## src/design/fst_pkg.sv

```systemverilog
// ----------------------------------------------------------------------------
// fst_pkg : shared types and constants of the fixed-timestep frame timer
// command and status bundles between controller and datapath, field widths,
// operation and result codes, register indexes and reset values
// ----------------------------------------------------------------------------
package fst_pkg;

   // field widths of the transactions
   localparam int ElapsedW   = 32;
   localparam int StepW      = 32;
   localparam int OutTimeW   = 48;
   localparam int FrameW     = 48;
   localparam int ScaleW     = 16;
   localparam int FixedStepW = 20;
   localparam int MaxDeltaW  = 32;
   localparam int CsrIdxW    = 2;
   localparam int CsrDataW   = 32;
   localparam int ProductW   = ElapsedW + ScaleW;
   localparam int ScaleFracW = 8;
   localparam int RspDataW   = StepW + 4 * OutTimeW;

   // input operation codes
   localparam logic OP_TICK    = 1'b0;
   localparam logic OP_RESTART = 1'b1;

   // result kinds
   localparam logic KIND_STEP  = 1'b0;
   localparam logic KIND_FRAME = 1'b1;

   // register indexes
   localparam logic [CsrIdxW-1:0] CSR_TIME_SCALE = 2'd0;
   localparam logic [CsrIdxW-1:0] CSR_FIXED_STEP = 2'd1;
   localparam logic [CsrIdxW-1:0] CSR_MAX_DELTA  = 2'd2;

   // register reset values
   localparam logic [ScaleW-1:0]     TIME_SCALE_RST = 16'd256;
   localparam logic [FixedStepW-1:0] FIXED_STEP_RST = 20'd20000;
   localparam logic [MaxDeltaW-1:0]  MAX_DELTA_RST  = 32'd100000;

   // controller to datapath
   typedef struct packed {
      logic capture;     // load elapsed time and its clamped copy
      logic restart;     // clear times, arm first tick
      logic mul;         // scale the clamped time
      logic acc;         // accumulate into the time registers
      logic emit_step;   // advance fixed time, load a fixed-step result
      logic emit_frame;  // load the frame result, count the frame
   } fst_cmd_type;

   // datapath to controller
   typedef struct packed {
      logic due;         // another fixed step is owed this tick
      logic out_free;    // result register can take a new result
   } fst_status_type;

endpackage

```

## src/design/fst_ctrl.sv

```systemverilog
// ----------------------------------------------------------------------------
// fst_ctrl : sequencing controller of the frame timer
// walks each tick through scale, accumulate and the serial result loop
// ----------------------------------------------------------------------------
module fst_ctrl (
   input  logic                    clock,
   input  logic                    reset,
   input  logic                    req_tvalid,
   output logic                    req_tready,
   input  logic                    req_op,
   input  fst_pkg::fst_status_type status,
   output fst_pkg::fst_cmd_type    cmd
);
   import fst_pkg::*;

   typedef enum logic [1:0] {
      ST_IDLE,
      ST_MUL,
      ST_ACC,
      ST_EMIT
   } state_type;

   state_type state_ff;
   state_type state_in;

   always_comb begin
      state_in   = state_ff;
      cmd        = '0;
      req_tready = 1'b0;
      unique case (state_ff)
         ST_IDLE: begin
            req_tready = 1'b1;
            if (req_tvalid) begin
               if (req_op == OP_RESTART) begin
                  cmd.restart = 1'b1;
               end else begin
                  cmd.capture = 1'b1;
                  state_in    = ST_MUL;
               end
            end
         end
         ST_MUL: begin
            cmd.mul  = 1'b1;
            state_in = ST_ACC;
         end
         ST_ACC: begin
            cmd.acc  = 1'b1;
            state_in = ST_EMIT;
         end
         ST_EMIT: begin
            // one result per cycle while the result register drains
            if (status.out_free) begin
               if (status.due) begin
                  cmd.emit_step = 1'b1;
               end else begin
                  cmd.emit_frame = 1'b1;
                  state_in       = ST_IDLE;
               end
            end
         end
         default: begin
            state_in = ST_IDLE;
         end
      endcase
   end

   always_ff @(posedge clock) begin
      if (reset) begin
         state_ff <= ST_IDLE;
      end else begin
         state_ff <= state_in;
      end
   end

endmodule

```

## src/design/fst_dp.sv

```systemverilog
// ----------------------------------------------------------------------------
// fst_dp : datapath of the frame timer
// control registers, clamp and scale, time accumulators, step counter and
// the result register
// ----------------------------------------------------------------------------
module fst_dp #(
   parameter int MAX_FIXED_STEPS = 63,
   parameter int TIME_WIDTH      = 48
) (
   input  logic                            clock,
   input  logic                            reset,
   input  logic                            csr_valid,
   input  logic [fst_pkg::CsrIdxW-1:0]     csr_index,
   input  logic [fst_pkg::CsrDataW-1:0]    csr_data,
   input  logic [fst_pkg::ElapsedW-1:0]    elapsed,
   input  fst_pkg::fst_cmd_type            cmd,
   output fst_pkg::fst_status_type         status,
   output logic                            rsp_tvalid,
   input  logic                            rsp_tready,
   output logic [fst_pkg::RspDataW-1:0]    rsp_tdata,
   output logic                            rsp_tuser,
   output logic                            rsp_tlast
);
   import fst_pkg::*;

   localparam int CntW = $clog2(MAX_FIXED_STEPS + 1);

   // control registers
   logic [ScaleW-1:0]     scale_ff;
   logic [FixedStepW-1:0] fstep_ff;
   logic [MaxDeltaW-1:0]  maxd_ff;

   // per-tick working registers
   logic [ElapsedW-1:0]   elapsed_ff;
   logic [ElapsedW-1:0]   clamped_ff;
   logic [ProductW-1:0]   product_ff;
   logic [StepW-1:0]      delta_ff;
   logic [CntW-1:0]       nstep_ff;

   // timer state
   logic                  first_ff;
   logic [TIME_WIDTH-1:0] game_ff;
   logic [TIME_WIDTH-1:0] unscaled_ff;
   logic [TIME_WIDTH-1:0] fixed_ff;
   logic [FrameW-1:0]     frame_ff;

   // result register
   logic                  valid_ff;
   logic                  kind_ff;
   logic                  last_ff;
   logic [StepW-1:0]      ostep_ff;
   logic [OutTimeW-1:0]   ogame_ff;
   logic [OutTimeW-1:0]   ounscaled_ff;
   logic [OutTimeW-1:0]   ofixed_ff;
   logic [FrameW-1:0]     oframe_ff;

   logic [TIME_WIDTH-1:0] lead;
   logic [TIME_WIDTH-1:0] fixed_next;
   logic [TIME_WIDTH-1:0] scaled;

   assign lead       = game_ff - fixed_ff;
   assign fixed_next = fixed_ff + TIME_WIDTH'(fstep_ff);
   assign scaled     = TIME_WIDTH'(product_ff >> ScaleFracW);

   assign status.due = (fstep_ff != '0) && (nstep_ff < CntW'(MAX_FIXED_STEPS)) &&
                       (lead >= TIME_WIDTH'(fstep_ff));
   assign status.out_free = !valid_ff || rsp_tready;

   // register writes, unknown index ignored
   always_ff @(posedge clock) begin
      if (reset) begin
         scale_ff <= TIME_SCALE_RST;
         fstep_ff <= FIXED_STEP_RST;
         maxd_ff  <= MAX_DELTA_RST;
      end else if (csr_valid) begin
         unique case (csr_index)
            CSR_TIME_SCALE: scale_ff <= csr_data[ScaleW-1:0];
            CSR_FIXED_STEP: fstep_ff <= csr_data[FixedStepW-1:0];
            CSR_MAX_DELTA:  maxd_ff  <= csr_data[MaxDeltaW-1:0];
            default: begin
            end
         endcase
      end
   end

   // working registers, payload only
   always_ff @(posedge clock) begin
      if (cmd.capture) begin
         elapsed_ff <= elapsed;
         clamped_ff <= (elapsed < maxd_ff) ? elapsed : maxd_ff;
      end
      if (cmd.mul) begin
         product_ff <= ProductW'(clamped_ff) * ProductW'(scale_ff);
      end
      if (cmd.acc) begin
         delta_ff <= first_ff ? '0 : elapsed_ff;
      end
   end

   // timer state
   always_ff @(posedge clock) begin
      if (reset) begin
         first_ff    <= 1'b1;
         game_ff     <= '0;
         unscaled_ff <= '0;
         fixed_ff    <= '0;
         frame_ff    <= '0;
         nstep_ff    <= '0;
      end else begin
         if (cmd.restart) begin
            first_ff    <= 1'b1;
            game_ff     <= '0;
            unscaled_ff <= '0;
            fixed_ff    <= '0;
         end
         if (cmd.capture) begin
            nstep_ff <= '0;
         end
         if (cmd.acc) begin
            if (first_ff) begin
               // first tick after restart counts as zero elapsed
               first_ff    <= 1'b0;
               game_ff     <= '0;
               unscaled_ff <= '0;
               fixed_ff    <= '0;
            end else begin
               game_ff     <= game_ff + scaled;
               unscaled_ff <= unscaled_ff + TIME_WIDTH'(elapsed_ff);
            end
         end
         if (cmd.emit_step) begin
            fixed_ff <= fixed_next;
            nstep_ff <= nstep_ff + 1'b1;
         end
         if (cmd.emit_frame) begin
            frame_ff <= frame_ff + 1'b1;
         end
      end
   end

   // result register
   always_ff @(posedge clock) begin
      if (reset) begin
         valid_ff <= 1'b0;
      end else if (cmd.emit_step || cmd.emit_frame) begin
         valid_ff <= 1'b1;
      end else if (rsp_tready) begin
         valid_ff <= 1'b0;
      end
   end

   always_ff @(posedge clock) begin
      if (cmd.emit_step || cmd.emit_frame) begin
         ogame_ff     <= OutTimeW'(game_ff);
         ounscaled_ff <= OutTimeW'(unscaled_ff);
         oframe_ff    <= frame_ff;
      end
      if (cmd.emit_step) begin
         kind_ff   <= KIND_STEP;
         last_ff   <= 1'b0;
         ostep_ff  <= StepW'(fstep_ff);
         ofixed_ff <= OutTimeW'(fixed_next);
      end
      if (cmd.emit_frame) begin
         kind_ff   <= KIND_FRAME;
         last_ff   <= 1'b1;
         ostep_ff  <= delta_ff;
         ofixed_ff <= OutTimeW'(fixed_ff);
      end
   end

   assign rsp_tvalid = valid_ff;
   assign rsp_tuser  = kind_ff;
   assign rsp_tlast  = last_ff;
   assign rsp_tdata  = {oframe_ff, ofixed_ff, ounscaled_ff, ogame_ff, ostep_ff};

endmodule

```

## src/design/fixed_timestep_frame_timer_unit.sv

```systemverilog
// ----------------------------------------------------------------------------
// fixed_timestep_frame_timer_unit : fixed-timestep frame timer
// game, unscaled and fixed time accumulation with serial step results
// ----------------------------------------------------------------------------
// A tick transaction (req_tuser low) adds its elapsed microseconds to the
// unscaled time and, clamped and scaled by the Q8.8 time scale, to the game
// time; the block then emits one fixed-step result per owed step (at most
// MAX_FIXED_STEPS, the rest carried to later ticks) and closes with a frame
// result marked by rsp_tlast. A restart transaction (req_tuser high) clears
// the times, keeps the frame count and gives no result; the tick after it
// counts as zero elapsed. A tick passes through capture and clamp, the
// scaling multiply and accumulation, then the result loop, which sends each
// result through the single result register and is stretched by any
// back-pressure on rsp. The next transaction is taken once the frame
// result sits in the result register, while that result still waits to
// be collected.
// Register writes are taken in any cycle and belong only in idle periods.
// ----------------------------------------------------------------------------
module fixed_timestep_frame_timer_unit #(
   parameter int MAX_FIXED_STEPS = 63,   // 1 to 63
   parameter int TIME_WIDTH      = 48    // 32 to 64, accumulator width
) (
   input  logic                          clock,
   input  logic                          reset,
   // input stream
   input  logic                          req_tvalid,
   output logic                          req_tready,
   input  logic [fst_pkg::ElapsedW-1:0]  req_tdata,   // [31:0] elapsed_us
   input  logic                          req_tuser,   // [0] op
   // result stream
   output logic                          rsp_tvalid,
   input  logic                          rsp_tready,
   output logic [fst_pkg::RspDataW-1:0]  rsp_tdata,   // [31:0] step_us,
                                                      // [79:32] game_time_us,
                                                      // [127:80] unscaled_time_us,
                                                      // [175:128] fixed_time_us,
                                                      // [223:176] frame_number
   output logic                          rsp_tuser,   // [0] kind
   output logic                          rsp_tlast,
   // register write channel
   input  logic                          csr_valid,
   output logic                          csr_ready,
   input  logic [fst_pkg::CsrIdxW-1:0]   csr_index,
   input  logic [fst_pkg::CsrDataW-1:0]  csr_data
);
   import fst_pkg::*;

   fst_cmd_type    cmd;
   fst_status_type status;

   // register writes never stall
   assign csr_ready = 1'b1;

   // sequencing: idle, scale, accumulate, result loop
   fst_ctrl u_ctrl (
      .clock      (clock),
      .reset      (reset),
      .req_tvalid (req_tvalid),
      .req_tready (req_tready),
      .req_op     (req_tuser),
      .status     (status),
      .cmd        (cmd)
   );

   // arithmetic, timer state and result register
   fst_dp #(
      .MAX_FIXED_STEPS (MAX_FIXED_STEPS),
      .TIME_WIDTH      (TIME_WIDTH)
   ) u_dp (
      .clock      (clock),
      .reset      (reset),
      .csr_valid  (csr_valid),
      .csr_index  (csr_index),
      .csr_data   (csr_data),
      .elapsed    (req_tdata),
      .cmd        (cmd),
      .status     (status),
      .rsp_tvalid (rsp_tvalid),
      .rsp_tready (rsp_tready),
      .rsp_tdata  (rsp_tdata),
      .rsp_tuser  (rsp_tuser),
      .rsp_tlast  (rsp_tlast)
   );

endmodule
```

## config.mk

```make
export PLATFORM = sky130hd
export DESIGN_NAME = fixed_timestep_frame_timer_unit
export DESIGN_NICKNAME = d
export VERILOG_FILES = /design/src/design/fst_pkg.sv /design/src/design/fst_ctrl.sv /design/src/design/fst_dp.sv /design/src/design/fixed_timestep_frame_timer_unit.sv
export SDC_FILE = /design/constraint.sdc
export NUM_CORES = 2
export LEC_CHECK = 0
export BUFFER_PORTS_ARGS = -buffer_cell sky130_fd_sc_hd__buf_2
export CAP_MARGIN = 5
export CORE_MARGIN = 5
export CORE_UTILIZATION = 40
export CTS_CLUSTER_DIAMETER = 200
export DETAILED_ROUTE_END_ITERATION = 12
export PLACE_DENSITY_LB_ADDON = 0.15
export SYNTH_ARGS = -nofsm -noshare
export SYNTH_HDL_FRONTEND = slang
export SYNTH_SLANG_ARGS = --single-unit
```

## constraint.sdc

```tcl
create_clock -name clock -period 9.65 [get_ports clock]
set_clock_uncertainty 0.1 [all_clocks]
set_input_delay 0.965 -clock clock [delete_from_list [all_inputs] [get_ports clock]]
set_output_delay 0.965 -clock clock [all_outputs]
set_load 0.03 [all_outputs]
```

==> summary.md <==
| Metric | Value |
|---|---|
| Outcome | complete, no violations |
| Clock-pin transition on the worst setup and hold timing paths | 0.06 ns |
| Initial core utilization | 40.2% |
| Seq/Total Area, Yosys | 33.7% |
| Pwr Density | 188 mW/mm^2 |
| Final hold slack | 0.353 ns |
| Layout Nets | 5996 |
| DRC viols | 0 |
| Max-slew headroom | 24.6% |
| Worst Hold Class | reg -> reg |
| Placed cell areas | 0.0510 sq mm |
| Syn Std Cell Area | 0.0482 sq mm |
| Iter 0 DRT Violations | 2567 |
| Filler cell count | 11800 |
| Leak | 22.7 nW |
| DR vias/cell | 5.40 |
| Fmax | 123 MHz |
| Synthesis Warnings | 0 |
| Final Max Tran Viols | 0 |
| Largest net degree at the start of global routing | 131 |
| Commonest cells in the netlist | inv_1, nand2_1, fa_1 |
| Fraction of registers with async set/reset | 0% |
| Reg2Reg Setup Slack | 1.52 ns |
| Initial antenna violation count | 4 |
| Hold path cells | 0 |
| Synth cell types | 87 |
| End of the worst hold path | u_dp.oframe_ff[26] |
| Design Area, Final | 0.0537 sq mm |
| Final Hold Viols | 0 |
| Antenna Violating Nets Remaining | 0 |
| Period Utilization, post-route | 84.3% |
| RSZ-0062 raised after global routing | false |
| Post-CTS Resized | 0 |
| Crit path required time | 9.93 ns |
| Die area | 0.127 sq mm |
| Total GRT Usage | 23.0% |
| Post-DP HPWL | 113000 microns |
| CP endpoint kind | flip-flop |
| HP Start | u_dp.frame_ff[26] |
| Fin cells | 6870 |
| Hold buffers post-CTS | 0 |
| FF+latch count, synth | 631 |
| CP Data Arrival Time | 8.41 ns |
| CP Class | reg -> reg |
| Vias in the first global route | 36500 |
| GP Congestion | 0.912 |
| Ratio of cells with drive above 1 in the final layout | 10.7% |
| Postcts setup bufs | 0 |
| TritonRoute pass-1 iters | 5 |
| CTS tree | yes |
| Core Region | 0.120 sq mm |
| Fin worst setup slack | 1.52 ns |
| Tot Pwr | 10.1 mW |
| Dpl ws | 1.51 ns |
| Avg WL per Cell | 21.6 microns |
| Final Util | 44.8% |
| Detailed Route WL | 148000 microns |
| Slew of the pin with the lowest slew margin | 1.12 ns |
| Cell taking the most area after synthesis | edfxtp_1 |
| CTS HTree Levels | 3 |
| Area Overhead vs Synth | 11.5% |
| DIE HEIGHT | 357 microns |
| Avg Inst Size Synth | 9.58 sq um |
| EDFF count, synth | 360 |
| GR Overflow Total | 0 |
| Num CTS Buffers | 77 |
| Bufs on Longest Clock Path | 3 |
| Die width | 357 microns |
| Reg2reg end | u_dp.product_ff[39] |
| Setup TNS Final | 0 ns |
| DR vias | 37100 |
| Share of the synthesized area in the top cell type | 22.4% |
| CTS Sinks | 631 |
| Placed cell count | 6723 |
| Syn_nets | 5833 |
| Root Buffer | clkbuf_16 |
| Clk Latency, worst-skew pair | 0.65 ns |
| Max-cap violations | 0 |
| Crit path time final | 8.13 ns |
| Crit path launch type | flip-flop |
| CP Max Fanout | 20 |
| FP Rows | 127 |
| Top-count cell post-synth | inv_1 |
| Final setup fails | 0 |
| Mapped Cells | 5027 |
| Ys flop type | edfxtp_1 |
| RR Startpoint | u_dp.scale_ff[3] |
| Max VDD drop | 0.229 mV |
| First-pass GRT wire length | 226000 microns |
| Port Buf Inserts | 299 |
| Worst Reg-to-Reg Cells | 22 |
| Synth top area cells | edfxtp_1, fa_1, dfxtp_1 |
| Ports | 301 |
[metal layers]
| metal | global-route usage (%) | vias to the layer above | share of wire [%] | routed length, microns |
|---|---|---|---|---|
| met5 | 0 | - | 0 | 0 |
| met3 | 2.51 | 163 | 4.8 | 7080 |
| met1 | 31.2 | 18500 | 44 | 65900 |
| met4 | 6.79 | 0 | 2.9 | 4360 |
| met2 | 38.8 | 951 | 48 | 70800 |
| li1 | - | 17500 | - | - |
[worst max path at each step]
stage	start	end	slack, ns	cells after the start
finish	u_dp.scale_ff[3]	u_dp.product_ff[39]	1.52	22
global placement	u_dp.scale_ff[3]	u_dp.product_ff[41]	1.65	22
detailed placement	u_dp.scale_ff[3]	u_dp.product_ff[39]	1.51	22
global route	u_dp.scale_ff[3]	u_dp.product_ff[39]	1.07	22
CTS	u_dp.scale_ff[3]	u_dp.product_ff[39]	1.54	22
floorplan	rsp_tready	u_dp.ofixed_ff[0]	0.95	6
[area by class of cell]
class | instances | area [sq um] | share of cell area, %
Antenna cell | 3 | 7.51 | 0.0140
Clock inverter | 55 | 608 | 1.13
Timing Repair Buffer | 341 | 1830 | 3.41
Inverter | 607 | 2290 | 4.26
Multi-Input combinational cell | 3532 | 28700 | 53.4
Tap cell | 1612 | 2020 | 3.76
Sequential cell | 631 | 16200 | 30.2
Clock buffer | 89 | 2030 | 3.79
[critical path, stage by stage, from the launching register on]
cell and delay (ns):
dfxtp_1 0.88, buf_4 0.34, nand2_1 0.09, fa_1 0.47, fa_1 0.52, fa_1 0.51, inv_1 0.05, fa_1 0.50
fa_1 0.49, inv_1 0.05, fa_1 0.47, inv_1 0.04, ha_1 0.21, a2111oi_0 0.61, o31ai_1 0.19, a211o_1 0.36
o31a_1 0.35, a2111oi_0 0.55, a2bb2oi_1 0.43, nand2b_1 0.17, a21o_1 0.23, a21oi_1 0.18, xnor2_1 0.08
[cell families (layout without fill, tap and decap cells)]
family / Yosys count / count (layout) / synth area share [%]
simple gates: 1559 / 1559 / 15.8
compound gates: 1013 / 1013 / 13.6
buf+inv: 864 / 1092 / 6.90
fa+ha+maj: 734 / 734 / 25.6
flops: 631 / 631 / 33.7
xor+xnor: 165 / 165 / 3.00
mux: 60 / 60 / 1.38
other cells: 1 / 4 / 0.00779
[cell usage in the layout (no fill, tap or decap), types with 27 or more instances in the layout]
cell type  netlist  final
buf_2           25    298
nand2_1        594    594
a21oi_1        340    339
nor3_1          55     54
xnor2_1        107    107
fa_1           421    421
o211ai_1        84     84
clkbuf_16        0     79
o21a_1          42     42
a21o_1          88     88
buf_4            4     41
a31oi_1         27     27
nand4_1         61     61
dfxtp_1        271    268
and3_1          38     38
nor4_1          31     31
and2_1         230    230
mux2_2          48     48
o31ai_1         52     51
nor2b_1         56     55
nand2b_1        35     34
inv_1          606    604
nor2_1         219    217
xor2_1          58     58
or4_1           46     46
nand3_1        136    136
o21ai_0        151    151
ha_1           313    311
a22oi_1         53     53
edfxtp_1       360    360
[power by group]
part | internal [mW] | leakage (nW) | switching, mW
registers | 3.16 | 5.64 | 0.257
logic | 1.18 | 15.8 | 2.47
clock network | 1.77 | 1.25 | 1.25
total | 6.11 | 22.7 | 3.97
[sequential cells by signal, summed over array words and instances, names as in the netlist]
signal and cells:
u_dp.nstep_ff 6, u_dp.first_ff 1, u_dp.ounscaled_ff 48, u_dp.ofixed_ff 48
u_dp.rsp_tuser 1, u_dp.game_ff 48, u_dp.ostep_ff 32, u_dp.fixed_ff 48
u_dp.product_ff 40, u_dp.maxd_ff 32, u_dp.scale_ff 16, u_dp.frame_ff 48
u_dp.oframe_ff 48, u_dp.rsp_tvalid 1, u_dp.fstep_ff 20, u_dp.delta_ff 32
u_dp.unscaled_ff 48, u_dp.clamped_ff 32, u_dp.elapsed_ff 32, u_dp.ogame_ff 48
u_ctrl.state_ff 2
Note: power is estimated with default switching activity, not from simulation.
